File: config.mk
export PLATFORM = sky130hd
export DESIGN_NAME = auth_attempt_limiter_core
export DESIGN_NICKNAME = d
export VERILOG_FILES = /design/src/aal_pkg.sv /design/src/auth_attempt_limiter_core.sv
export SDC_FILE = /design/constraint.sdc
export NUM_CORES = 1
export LEC_CHECK = 0
export BUFFER_PORTS_ARGS = -buffer_cell sky130_fd_sc_hd__buf_2
export CORE_MARGIN = 2
export CORE_UTILIZATION = 50
export DETAILED_ROUTE_END_ITERATION = 8
export GPL_TIMING_DRIVEN = 0
export HOLD_SLACK_MARGIN = 0.12
export PLACE_DENSITY = 0.69
export SETUP_SLACK_MARGIN = 0.05
export SYNTH_ARGS = -nofsm -noshare
export SYNTH_HDL_FRONTEND = slang
export SYNTH_SLANG_ARGS = --single-unit
File: constraint.sdc
create_clock -name clk_i -period 8.7 [get_ports clk_i]
set_clock_uncertainty 0.1 [all_clocks]
set_input_delay 1.305 -clock clk_i [delete_from_list [all_inputs] [get_ports clk_i]]
set_output_delay 1.305 -clock clk_i [all_outputs]
set_load 0.02 [all_outputs]
File: src/aal_pkg.sv
// ----------------------------------------------------------------------------
// Attempt limiter package
// Types, register indexes and widths shared by the attempt limiter core.
// ----------------------------------------------------------------------------
package aal_pkg;

  // Default number of users in the per-user table.
  localparam int NumUsers = 16;

  // Field widths.
  localparam int UserW  = 4;
  localparam int TimeW  = 32;
  localparam int DelayW = 16;
  localparam int CountW = 8;
  localparam int CfgIdxW  = 2;
  localparam int CfgDataW = 32;

  // Reset values of the configuration registers.
  localparam logic [DelayW-1:0] DelayPerFailureRst = 16'd1000;
  localparam logic [TimeW-1:0]  DelayMaxRst        = 32'd60000;
  localparam logic [CountW-1:0] MaxAttemptsRst     = 8'd5;

  // Configuration register indexes.
  typedef enum logic [CfgIdxW-1:0] {
    CFG_DELAY_PER_FAILURE = 2'd0,
    CFG_DELAY_MAX         = 2'd1,
    CFG_MAX_ATTEMPTS      = 2'd2,
    CFG_UNUSED            = 2'd3
  } cfg_idx_e;

  // Request codes.
  typedef enum logic [1:0] {
    REQ_OPEN   = 2'd0,
    REQ_CHANGE = 2'd1,
    REQ_CLOSE  = 2'd2,
    REQ_NONE   = 2'd3
  } req_e;

  // Result status codes.
  typedef enum logic [1:0] {
    ST_OK        = 2'd0,
    ST_THROTTLED = 2'd1,
    ST_LOCKED    = 2'd2,
    ST_AUTH_FAIL = 2'd3
  } status_e;

  // Input beat.
  typedef struct packed {
    req_e             req_type;
    logic [UserW-1:0] user_index;
    logic             hash_match;
    logic [TimeW-1:0] now_time;
  } req_t;

  // Result beat.
  typedef struct packed {
    status_e status;
    logic    open_lock;
    logic    close_lock;
    logic    store_new_hash;
  } rsp_t;

endpackage

File: src/auth_attempt_limiter_core.sv
// ----------------------------------------------------------------------------
// Attempt limiter core
// Global throttle and per-user failure counting for a passphrase lock.
// ----------------------------------------------------------------------------
// Usage:
//   Requests enter on the in_* valid/ready channel, one beat per request, and
//   each produces exactly one result beat on the out_* channel. A beat is
//   first captured in an input register; once the output register is free,
//   the throttle check, the per-user table read-modify-write and the state
//   update happen at once and the result is loaded into the output register.
//   One request per cycle is sustained while the receiver does not stall.
//   When the receiver stalls, the result waits in the output register and
//   one more request waits in the input register; then in_ready_o drops.
//   Reset clears the global counter, the timestamp, the user table and the
//   valid flags of both pipeline registers, and loads the default
//   configuration. Configuration is written through cfg_we_i / cfg_idx_i
//   / cfg_data_i while idle; the user is bound to this, and the block
//   itself does not enforce it.
// ----------------------------------------------------------------------------
module auth_attempt_limiter_core #(
  parameter int NUM_USERS = aal_pkg::NumUsers
) (
  input  logic                          clk_i,
  input  logic                          rst_ni,
  // Configuration write port.
  input  logic                          cfg_we_i,
  input  logic [aal_pkg::CfgIdxW-1:0]   cfg_idx_i,
  input  logic [aal_pkg::CfgDataW-1:0]  cfg_data_i,
  // Request channel.
  input  logic                          in_valid_i,
  output logic                          in_ready_o,
  input  aal_pkg::req_t                 in_data_i,
  // Result channel.
  output logic                          out_valid_o,
  input  logic                          out_ready_i,
  output aal_pkg::rsp_t                 out_data_o
);

  localparam int IdxW = (NUM_USERS > 1) ? $clog2(NUM_USERS) : 1;
  localparam logic [aal_pkg::CountW-1:0] CountMax = {aal_pkg::CountW{1'b1}};

  // Configuration registers.
  logic [aal_pkg::DelayW-1:0] delay_per_failure_q;
  logic [aal_pkg::TimeW-1:0]  delay_max_q;
  logic [aal_pkg::CountW-1:0] max_attempts_q;

  // Block state.
  logic [aal_pkg::CountW-1:0] global_attempts_q, global_attempts_d;
  logic [aal_pkg::TimeW-1:0]  last_stamp_q, last_stamp_d;
  logic [aal_pkg::CountW-1:0] fail_count_q [NUM_USERS];
  logic                       locked_q     [NUM_USERS];

  // Pipeline registers.
  logic          req_valid_q;
  aal_pkg::req_t req_q;
  logic          out_valid_q;
  aal_pkg::rsp_t rsp_q;
  aal_pkg::rsp_t rsp_d;

  // Per-user table write.
  logic                       tbl_we;
  logic [aal_pkg::CountW-1:0] tbl_count;
  logic                       tbl_lock;

  logic        advance;
  logic [31:0] user_ext;
  logic        user_in_range;
  logic [IdxW-1:0] user_idx;
  logic [aal_pkg::DelayW+aal_pkg::CountW-1:0] delay_raw;
  logic [aal_pkg::TimeW-1:0] delay;
  logic [aal_pkg::TimeW-1:0] elapsed;
  logic        throttled;
  logic [aal_pkg::CountW-1:0] cnt_inc;
  logic [aal_pkg::CountW-1:0] ga_inc;

  // Handshake: the held request moves on when the output register is free.
  assign advance     = req_valid_q && (!out_valid_q || out_ready_i);
  assign in_ready_o  = !req_valid_q || advance;
  assign out_valid_o = out_valid_q;
  assign out_data_o  = rsp_q;

  // Configuration writes.
  always_ff @(posedge clk_i or negedge rst_ni) begin
    if (!rst_ni) begin
      delay_per_failure_q <= aal_pkg::DelayPerFailureRst;
      delay_max_q         <= aal_pkg::DelayMaxRst;
      max_attempts_q      <= aal_pkg::MaxAttemptsRst;
    end else if (cfg_we_i) begin
      unique case (aal_pkg::cfg_idx_e'(cfg_idx_i))
        aal_pkg::CFG_DELAY_PER_FAILURE: begin
          delay_per_failure_q <= cfg_data_i[aal_pkg::DelayW-1:0];
        end
        aal_pkg::CFG_DELAY_MAX: begin
          delay_max_q <= cfg_data_i[aal_pkg::TimeW-1:0];
        end
        aal_pkg::CFG_MAX_ATTEMPTS: begin
          max_attempts_q <= cfg_data_i[aal_pkg::CountW-1:0];
        end
        default: begin
        end
      endcase
    end
  end

  // Input register.
  always_ff @(posedge clk_i or negedge rst_ni) begin
    if (!rst_ni) begin
      req_valid_q <= 1'b0;
    end else if (in_ready_o) begin
      req_valid_q <= in_valid_i;
    end
  end

  always_ff @(posedge clk_i) begin
    if (in_ready_o && in_valid_i) begin
      req_q <= in_data_i;
    end
  end

  // User lookup.
  assign user_ext      = 32'(req_q.user_index);
  assign user_in_range = user_ext < 32'(NUM_USERS);
  assign user_idx      = user_ext[IdxW-1:0];

  // Throttle: delay grows with the attempt count, capped at the maximum.
  assign delay_raw = delay_per_failure_q * global_attempts_q;
  assign delay     = (32'(delay_raw) > delay_max_q) ? delay_max_q : 32'(delay_raw);
  assign elapsed   = req_q.now_time - last_stamp_q;
  assign throttled = (global_attempts_q != '0) && (elapsed < delay);

  assign ga_inc  = (global_attempts_q == CountMax) ? global_attempts_q
                                                   : global_attempts_q + 1'b1;
  assign cnt_inc = (fail_count_q[user_idx] == CountMax) ? fail_count_q[user_idx]
                                                        : fail_count_q[user_idx] + 1'b1;

  // Request evaluation and next state.
  always_comb begin
    rsp_d             = '0;
    rsp_d.status      = aal_pkg::ST_OK;
    global_attempts_d = global_attempts_q;
    last_stamp_d      = last_stamp_q;
    tbl_we            = 1'b0;
    tbl_count         = cnt_inc;
    tbl_lock          = 1'b0;
    unique case (req_q.req_type)
      aal_pkg::REQ_CLOSE: begin
        rsp_d.close_lock = 1'b1;
      end
      aal_pkg::REQ_OPEN, aal_pkg::REQ_CHANGE: begin
        if (throttled) begin
          rsp_d.status = aal_pkg::ST_THROTTLED;
        end else begin
          global_attempts_d = ga_inc;
          last_stamp_d      = req_q.now_time;
          priority if (!user_in_range) begin
            rsp_d.status = aal_pkg::ST_AUTH_FAIL;
          end else if (locked_q[user_idx]) begin
            rsp_d.status = aal_pkg::ST_LOCKED;
          end else if (req_q.hash_match) begin
            // A match clears both the user's and the global failure count.
            global_attempts_d = '0;
            tbl_we            = 1'b1;
            tbl_count         = '0;
            if (req_q.req_type == aal_pkg::REQ_OPEN) begin
              rsp_d.open_lock = 1'b1;
            end else begin
              rsp_d.store_new_hash = 1'b1;
            end
          end else begin
            tbl_we = 1'b1;
            if (cnt_inc >= max_attempts_q) begin
              tbl_lock     = 1'b1;
              rsp_d.status = aal_pkg::ST_LOCKED;
            end else begin
              rsp_d.status = aal_pkg::ST_AUTH_FAIL;
            end
          end
        end
      end
      default: begin
      end
    endcase
  end

  // Global state update.
  always_ff @(posedge clk_i or negedge rst_ni) begin
    if (!rst_ni) begin
      global_attempts_q <= '0;
      last_stamp_q      <= '0;
    end else if (advance) begin
      global_attempts_q <= global_attempts_d;
      last_stamp_q      <= last_stamp_d;
    end
  end

  // Per-user table: at most one entry written per request.
  always_ff @(posedge clk_i or negedge rst_ni) begin
    if (!rst_ni) begin
      for (int i = 0; i < NUM_USERS; i++) begin
        fail_count_q[i] <= '0;
        locked_q[i]     <= 1'b0;
      end
    end else if (advance && tbl_we) begin
      fail_count_q[user_idx] <= tbl_count;
      if (tbl_lock) begin
        locked_q[user_idx] <= 1'b1;
      end
    end
  end

  // Output register.
  always_ff @(posedge clk_i or negedge rst_ni) begin
    if (!rst_ni) begin
      out_valid_q <= 1'b0;
    end else if (!out_valid_q || out_ready_i) begin
      out_valid_q <= req_valid_q;
    end
  end

  always_ff @(posedge clk_i) begin
    if (advance) begin
      rsp_q <= rsp_d;
    end
  end

endmodule
After elaboration in Yosys (flattened, before gate mapping) --
Index checks and enable logic that the tools add are counted.
Operators by class: add/sub/neg operators 3, eq/ne operators 6, reduce and logical (&&, ||, !) cells 20, mux-type cells 40, bitwise operators 6, $mul 1, magnitude comparators 6
Operator list (number):
- $bwmux W128 | 1
- $mux W8 | 13
- $bmux W8 S4 | 1
- $demux W8 S4 | 1
- $gt A24 B32 Y1 | 1
- $lt A32 B32 Y1 | 1
- $mux W32 | 1
- $sub A32 B32 Y32 | 1
- $mul A16 B8 Y24 | 1
- $mux W1 | 18
- $add A8 B1 Y8 const B | 2
- $eq A8 B8 Y1 const B | 2
- $or A16 B16 Y16 | 1
- $ge A8 B8 Y1 | 1
- $reduce_and A2 Y1 | 4
- $reduce_bool A8 Y1 | 1
- $mux W2 | 3
- $ge A5 B5 Y1 const B | 1
- $logic_and A1 B1 Y1 | 5
- $lt A4 B5 Y1 const B | 1
- $lt A5 B1 Y1 const B | 1
- $not A4 Y5 | 1
- $reduce_or A5 Y1 | 1
- $bmux W1 S4 | 1
- other kinds (9) | 18
Word-level totals: register bits after elaboration 286, output and inout bits 7, logic and storage cells 130, bits of input ports 78

Longest topological paths before layout --
Gate-level depths: netlist (run 1).
word-level depth 14, depth in mapped cells 42

Worst setup path after synthesis (run 1) --
Ideal clock, no wire load.
path type flip-flop to flip-flop, start register global_attempts_q[7] (netlist bit), end register fail_count_q[16] (netlist bit), arrival 9.245 ns, buffers on the path 5, clock period less this slack 9.470 ns, required time 8.475 ns, stages on the path, launching flop included 37, library setup time 0.125 ns, path slack -0.770 ns, cells stage by stage dfrtp_1 -> buf_1 -> clkbuf_1 -> nand2_1 -> fa_1 -> fa_1 -> inv_1 -> fa_1 -> inv_1 -> fa_1 -> inv_1 -> ha_1 -> inv_1 -> o21ai_0 -> a2111oi_0 -> o221ai_1 -> o41ai_1 -> o21ai_0 -> xor2_1 -> ha_1 -> a21o_1 -> a21o_1 -> a21o_1 -> o31ai_1 -> clkbuf_1 -> clkbuf_1 -> a21oi_1 -> ha_1 -> nand4_1 -> nor2_1 -> nand4_1 -> or3_1 -> a311oi_4 -> o211ai_4 -> buf_6 -> nor3_4 -> mux2_4
Between the ends: word-level cells in the longest chain between the ends 8, elaborated cells on any way between the ends 12, classes of those cells mul: 1; order compare: 2; mux: 6; reduce/logical: 3
RTL lines:
- start, declared | line auth_attempt_limiter_core.sv:48 | logic [aal_pkg::CountW-1:0] global_attempts_q, global_attempts_d;
- start signal, assigned | line auth_attempt_limiter_core.sv:191 | global_attempts_q <= global_attempts_d;
- $mul A16 B8 Y24 | line auth_attempt_limiter_core.sv:126 | assign delay_raw = delay_per_failure_q * global_attempts_q;
- $gt A24 B32 Y1 | line auth_attempt_limiter_core.sv:127 | assign delay = (32'(delay_raw) > delay_max_q) ? delay_max_q : 32'(delay_raw);
- $mux W32 | line auth_attempt_limiter_core.sv:127
- $lt A32 B32 Y1 | line auth_attempt_limiter_core.sv:129 | assign throttled = (global_attempts_q != '0) && (elapsed < delay);
- $logic_and A1 B1 Y1 (*) | line auth_attempt_limiter_core.sv:129
- $mux W8 or $mux W1 (tied branches) | line auth_attempt_limiter_core.sv:150 | if (throttled) begin
- $mux W8 or $mux W1 (tied branches) | line auth_attempt_limiter_core.sv:145 | unique case (req_q.req_type)
- $bwmux W128 or $logic_and A1 B1 Y1 (tied branches) | line auth_attempt_limiter_core.sv:204, auth_attempt_limiter_core.sv:203
- end signal, assigned by index | line auth_attempt_limiter_core.sv:204 | fail_count_q[user_idx] <= tbl_count;
- end, declared | line auth_attempt_limiter_core.sv:50 | logic [aal_pkg::CountW-1:0] fail_count_q [NUM_USERS];
Every way passes the cells marked *; elsewhere a longest branch is shown, timed or not. A chain may end at the register's enable or synchronous reset.

Worst setup path after layout (run 1) --
start register global_attempts_q[7] (netlist bit), end register fail_count_q[111] (netlist bit)
Same word-level chain as after synthesis.

==> out/metrics.csv, run 1 <==
metric;value;unit
synth_area_leader_cell;dfrtp_1;
clk_pin_slew_worst_paths;0.06;ns
power.static_leakage;12.0;nW
comb_power_share;50.3;%
flow.area_growth_from_synthesis;25.1;%
drt_wl_total;53100;µm
drt_drc_violations_left;0;
crit_path_end_kind;flop;
cts_tree;built;
wl_met3;4180;µm
syn-cell-area;0.0199;mm²
htree_num_levels;2;
vias_in_the_first_global_route;14798;
die-width;203;µm
utilization;63.8;%
chipHeight;203;µm
clockRootBuffer;clkbuf_16;
clockBufferDepth;3;
clock_power_share;22.7;%
n_fill_cell;2864;
rows;72;
detail_route.wirelength.met1;22800;µm
place_hpwl;34900;µm
placed_standard_cell_area;0.0211;mm²
ys_dominant_reg_cell;dfrtp_1;
clock_insertion_delay_worst_skew;0.56;ns
numClockSinks;286;
fin_nets;2273;
routed-wl-met2;24500;µm
routedWlPerCell;21.1;µm
layout_min_cycle_time;9.17;ns
design_power_total;6.53;mW
crit_fanout;8;
post-route-worst-setup-slack;-0.470;ns
finalMaxSlewViolations;0;
yosysSeqAreaShare;37.2;%
crit_path_start_kind;flop;
failing_checks;negative setup slack;
power_density;263;mW/mm²
synth_common_cells;dfrtp_1 (227), mux2_2 (189), inv_1 (179);
max_slew_margin;32.5;%
timing.setup.critical_path_class;reg2reg;
antenna_cells_inserted;0;
timing.hold.worst.class;reg2reg;
io-pin-count;85;
start_util;51.0;%
measured_slew_at_the_worst_slew_check_pin;1.01;ns
core_area;0.0389;mm²
top_layer;met5;
grt_pass1_wl;80600;µm
synth_most_common_cell;dfrtp_1;
critical-path-top-cell-by-count;fa_1;
postSynthRegisterBits;286;
synth_edf_count;44;
ys_top_cells_by_area;dfrtp_1 (29%), mux2_2 (11%), ha_1 (8.9%);
seqPwrFrac;27.0;%
internal_power;4.05;mW
critical_path.max_stage_delay;0.53;ns
drt_first_iter_violations;1039;
slowest_stage;fa_1;
grt_overflow;0;
yosysWarningCount;0;
io_buffers;84;
syn_area_per_cell;11.6;µm²
antenna_found_initial;1;
multi_input_comb_area;0.0125;mm²
max_clock_freq;109;MHz
viasPerCell;5.77;
synth_async_sr_flop_share;84.6;%
total_global_route_track_usage;25.1;%
post-route-cell-area;0.0248;mm²
syn_inst;1714;
worstPathRequired;9.04;ns
finalHoldViolCount;0;
r2r-start;global_attempts_q[7];
status;complete, but fails checks;
route.vias.total;14488;
ff_latch_area;0.00740;mm²
worst_setup_path_startpoint;global_attempts_q[7];
power.switching_fraction;38.0;%
routability_congestion_estimate_from_global_placement;0.871;
rsz0062_at_grt;yes;
antenna_violating_nets_post_route;0;
netSwitchingPower;2.48;mW
post_route_cells_drive_above_1_share;35.7;%
grt_max_degree;118;
finalCritPeriodShare;105;%
hp-start;locked_q[13];
drt-pass1-iter-count;5;
yosys.cell_types.count;86;
drv_cap;0;
vdd_drop_max;0.000187;V
floorplan.die_area;0.0413;mm²
setup-tns-final;-68.60;ns
critPathArrivalTime;9.51;ns
clock_buffers_created_by_tritoncts;36;
finalHoldWorstSlack;0.354;ns
timing.final.setup_violations;184;
post-synth-top-area-fraction;28.6;%
## layer usage
metal / GRT usage [%] / vias to the layer above
met4: 8.79 / 2
li1: - / 6527
met3: 5.27 / 116
met5: 0 / -
met2: 39.6 / 553
met1: 34.4 / 7290
## final cells by class
class	instances	area share, %
plain buffers	64	2.87
inverters	179	2.70
multi-input cells	1191	50.4
clock buffers	55	4.21
flip-flops and latches	286	29.8
well taps	518	2.61
clock inverters	9	0.448
repair buffers	211	6.95
## worst paths after layout
path                                              to  depth (start not counted)  slack [ns]
max in group asynchronous       global_attempts_q[6]                          3        6.69
min in group asynchronous           fail_count_q[52]                          1        0.46
worst max-delay path               fail_count_q[111]                         37       -0.47
worst min-delay path                    locked_q[13]                          1        0.35
worst max register to register     fail_count_q[111]                         37       -0.47
worst min register to register          locked_q[13]                          1        0.35
## critical path, delay by kind of cell, from the launching register on
kind	cells	cell delay [ns]
adders and majority gates	7	2.74
DFF	1	0.37
muxes	2	0.57
and+or+nand+nor	9	1.97
buffers and inverters	10	1.32
AOI/OAI and AO/OA	9	2.00
## logic make-up (layout without fill, tap and decap cells)
group	count (synthesis)	in the layout	share of synthesized area, %
simple gates	404	404	11.6
mux	263	263	17.8
compound gates	244	244	8.66
buf+inv	244	518	5.12
fa+ha+maj	226	226	17.5
flops	286	286	37.2
xor+xnor	46	46	2.07
other cells	1	8	0.0189
## placed cells by master, fill, tap and decap left out, drive strengths merged, types with 10 or more instances in the layout
master,instances
buf,240
dfrtp,227
mux2,217
inv,181
ha,141
and2,104
clkbuf,89
fa,85
nor2,81
nand2,76
a21oi,69
edfxtp,44
o21ai,40
mux4,40
nor3,39
xnor2,34
a21o,32
nand2b,23
nor2b,20
dfstp,15
nand4,15
a41o,13
nand3,13
xor2,12
a211oi,12
o21a,10
## registers in the layout, indices dropped and copies added (netlist names), 4 cells and up
name                 count
locked_q                16
delay_max_q             32
out_data_o               5
last_stamp_q            32
max_attempts_q           8
req_q                   35
global_attempts_q        8
delay_per_failure_q     16
fail_count_q           128
user_idx                 4
## what timing repair did
action                                  in CTS  in global routing
setup buffers                               94                 24
gates cloned                                 1                  6
hold buffers                                 0                  0
endpoints found under the setup margin     188                188
pin swaps                                   88                 93
gates resized for setup                    140                212
## power by group through the flow
stage          Combinational, mW  Clock (mW)  Sequential [mW]
2_1_floorplan               1.99           0             1.72
3_3_place_gp                2.50           0             1.76
3_5_place_dp                2.60           0             1.77
4_1_cts                     2.90        1.50             1.75
5_1_grt                     3.64        1.56             1.79
6_report                    3.28        1.48             1.76
## stage by stage
stage	setup WS [ns]	instances
2_1_floorplan	0.0616	1721
3_5_place_dp	-1.68	2325
5_1_grt	-0.751	2513
3_3_place_gp	-1.56	2323
4_1_cts	-0.171	2484
6_report	-0.470	2513
Power figures use the tool's default switching activity.
==> run 2: changes to the inputs <==
--- a/config.mk
+++ b/config.mk
@@ -6,12 +6,14 @@
 export NUM_CORES = 1
 export LEC_CHECK = 0
 export BUFFER_PORTS_ARGS = -buffer_cell sky130_fd_sc_hd__buf_2
+export CELL_PAD_IN_SITES_DETAIL_PLACEMENT = 0
+export CELL_PAD_IN_SITES_GLOBAL_PLACEMENT = 1
 export CORE_MARGIN = 2
-export CORE_UTILIZATION = 50
+export CORE_UTILIZATION = 47
+export CTS_CLUSTER_SIZE = 14
 export DETAILED_ROUTE_END_ITERATION = 8
 export GPL_TIMING_DRIVEN = 0
-export HOLD_SLACK_MARGIN = 0.12
-export PLACE_DENSITY = 0.69
+export PLACE_DENSITY = 0.78
 export SETUP_SLACK_MARGIN = 0.05
 export SYNTH_ARGS = -nofsm -noshare
 export SYNTH_HDL_FRONTEND = slang
==> run 2 against run 1 <==
Sequential cell count stayed put. Cell area increased by 1.5%. Utilization decreased by 3.6 points. Non-clock buffer count rose by 22. Worst hold slack improved by 0.0097 ns. Final cell count is 1.7% higher. Critical endpoint is now fail_count_q[110]. Die area increased by 6.3%. The run still ends with negative setup slack left. First-iteration DRC count shrank 19%. Largest cell class unchanged.
==> out/metrics.csv, run 2 (synthesis results as in run 1) <==
metric;value;unit
status;complete, but fails checks;
failing_checks;negative setup slack;
cts.hold.buffers_added;0;
drt_drc_violations_left;0;
measured_slew_at_the_worst_slew_check_pin;0.834;ns
slowest_stage;fa_1;
power.static_leakage;12.1;nW
vias_in_the_first_global_route;15055;
clockBufferDepth;3;
worst_r2r_path_depth;40;
routability_congestion_estimate_from_global_placement;0.847;
flow.area_growth_from_synthesis;27.0;%
fin_nets;2294;
post_route_cells_drive_above_1_share;38.2;%
vdd_drop_max;0.000176;V
antenna_violating_nets_post_route;0;
crit_path_start_kind;flop;
power_density;259;mW/mm²
clock_insertion_delay_worst_skew;0.57;ns
worstPathRequired;9.05;ns
critical_path.reg2reg.endpoint;fail_count_q[110];
r2r-start;global_attempts_q[7];
timing.hold.worst.class;reg2reg;
flip_flop_count_of_the_largest_register_all_copies_and_words_added;128;
grt_max_degree;99;
routedWlPerCell;20.8;µm
timing.setup.critical_path_class;reg2reg;
antenna_found_initial;0;
rsz0062_at_grt;yes;
critical_path.max_stage_delay;0.54;ns
final_non_filler_cells;2555;
post-route-worst-setup-slack;-0.327;ns
chipHeight;210;µm
dpl.cell_count;2348;
htree_num_levels;2;
hp-start;locked_q[11];
route.vias.total;14474;
largest_register;fail_count_q;
crit_path_end_kind;flop;
critical-path-top-cell-by-count;fa_1;
cts_tree;built;
drt_wl_total;53000;µm
viasPerCell;5.66;
hold_path_depth;1;
timing.final.setup_violations;182;
rows;75;
drt-pass1-iter-count;5;
layout_min_cycle_time;9.03;ns
crit_fanout;10;
finalHoldViolCount;0;
io-pin-count;85;
core_area;0.0419;mm²
finalHoldWorstSlack;0.364;ns
finalCritPeriodShare;104;%
clockRootBuffer;clkbuf_16;
drv_cap;0;
mostFrequentLayoutCell;dfrtp_1;
drt_first_iter_violations;844;
floorplan.die_area;0.0439;mm²
worstHoldEndpoint;locked_q[11];
timing.reg2reg.setup_slack;-0.33;ns
clock_buffers_created_by_tritoncts;34;
critPathArrivalTime;9.37;ns
place_worst_setup_slack;-1.94;ns
start_util;47.4;%
io_buffers;84;
numClockSinks;286;
max_clock_freq;111;MHz
die-width;210;µm
total_global_route_track_usage;24.4;%
antenna_cells_inserted;0;
finalMaxSlewViolations;0;
final_cell_mix;dfrtp_1 (222), inv_1 (165), ha_1 (126);
clk_pin_slew_worst_paths;0.06;ns
grt_pass1_wl;83300;µm
max_slew_margin;43.0;%
grt_overflow;0;
layout_top_registers;fail_count_q x128, req_q x35;
place_hpwl;35400;µm
run 2: layout make-up:
type,instances,area (µm²)
fill,3256,16600
multi-input combinational,1192,12600
sequential,286,7400
timing repair buffer,235,1990
clock buffer,45,952
buffer,62,687
tap,539,674
inverter,179,672
clock inverter,17,218
run 2: how the worst max path moves through the flow:
stage | startpoint | endpoint | slack (ns) | cells after the start
5_1_grt | global_attempts_q[4] | fail_count_q[14] | -0.60 | 40
4_1_cts | global_attempts_q[4] | fail_count_q[90] | -0.20 | 39
2_1_floorplan | global_attempts_q[5] | fail_count_q[24] | 0.06 | 36
3_3_place_gp | global_attempts_q[0] | fail_count_q[98] | -1.90 | 37
3_5_place_dp | global_attempts_q[0] | fail_count_q[98] | -1.94 | 37
6_report | global_attempts_q[7] | fail_count_q[110] | -0.33 | 40
run 2: worst max-delay path: cells and delay by family (launching register included):
kind / cells / cell delay (ns)
simple gates: 7 / 1.40
compound gates: 12 / 2.23
xor+xnor: 1 / 0.25
fa+ha+maj: 7 / 2.71
flops: 1 / 0.37
mux: 1 / 0.30
buf+inv: 12 / 1.52
run 2: power breakdown:
part | total [mW] | internal (mW) | switching, mW
sequential | 1.76 | 1.60 | 0.158
combinational | 3.29 | 1.59 | 1.70
clock | 1.49 | 0.873 | 0.621
total | 6.54 | 4.07 | 2.48
run 2: per-stage QoR:
stage | TNS (ns) | area, µm² | total power, mW | utilization [%]
2_1_floorplan | 0 | 20000 | 3.71 | -
3_3_place_gp | -305.98 | 21100 | 4.30 | 50.4
3_5_place_dp | -316.62 | 21200 | 4.39 | 50.6
4_1_cts | -18.98 | 24100 | 6.23 | 57.5
5_1_grt | -91.80 | 25200 | 7.01 | 60.2
6_report | -42.61 | 25200 | 6.54 | 60.2
run 2: metal layers:
metal / part of all wire [%] / vias up / track usage, %
met5: 0 / - / 0
met4: 2.4 / 0 / 7.12
met3: 5.8 / 84 / 4.89
met2: 48 / 391 / 39.5
met1: 44 / 7422 / 33.4
li1: - / 6577 / -
run 2: repair_timing:
action | 4_1_cts | 5_1_grt
gates cloned | 4 | 4
buffers inserted | 95 | 45
setup endpoints to repair | 188 | 188
gates resized for setup | 202 | 189
pin swaps | 100 | 97
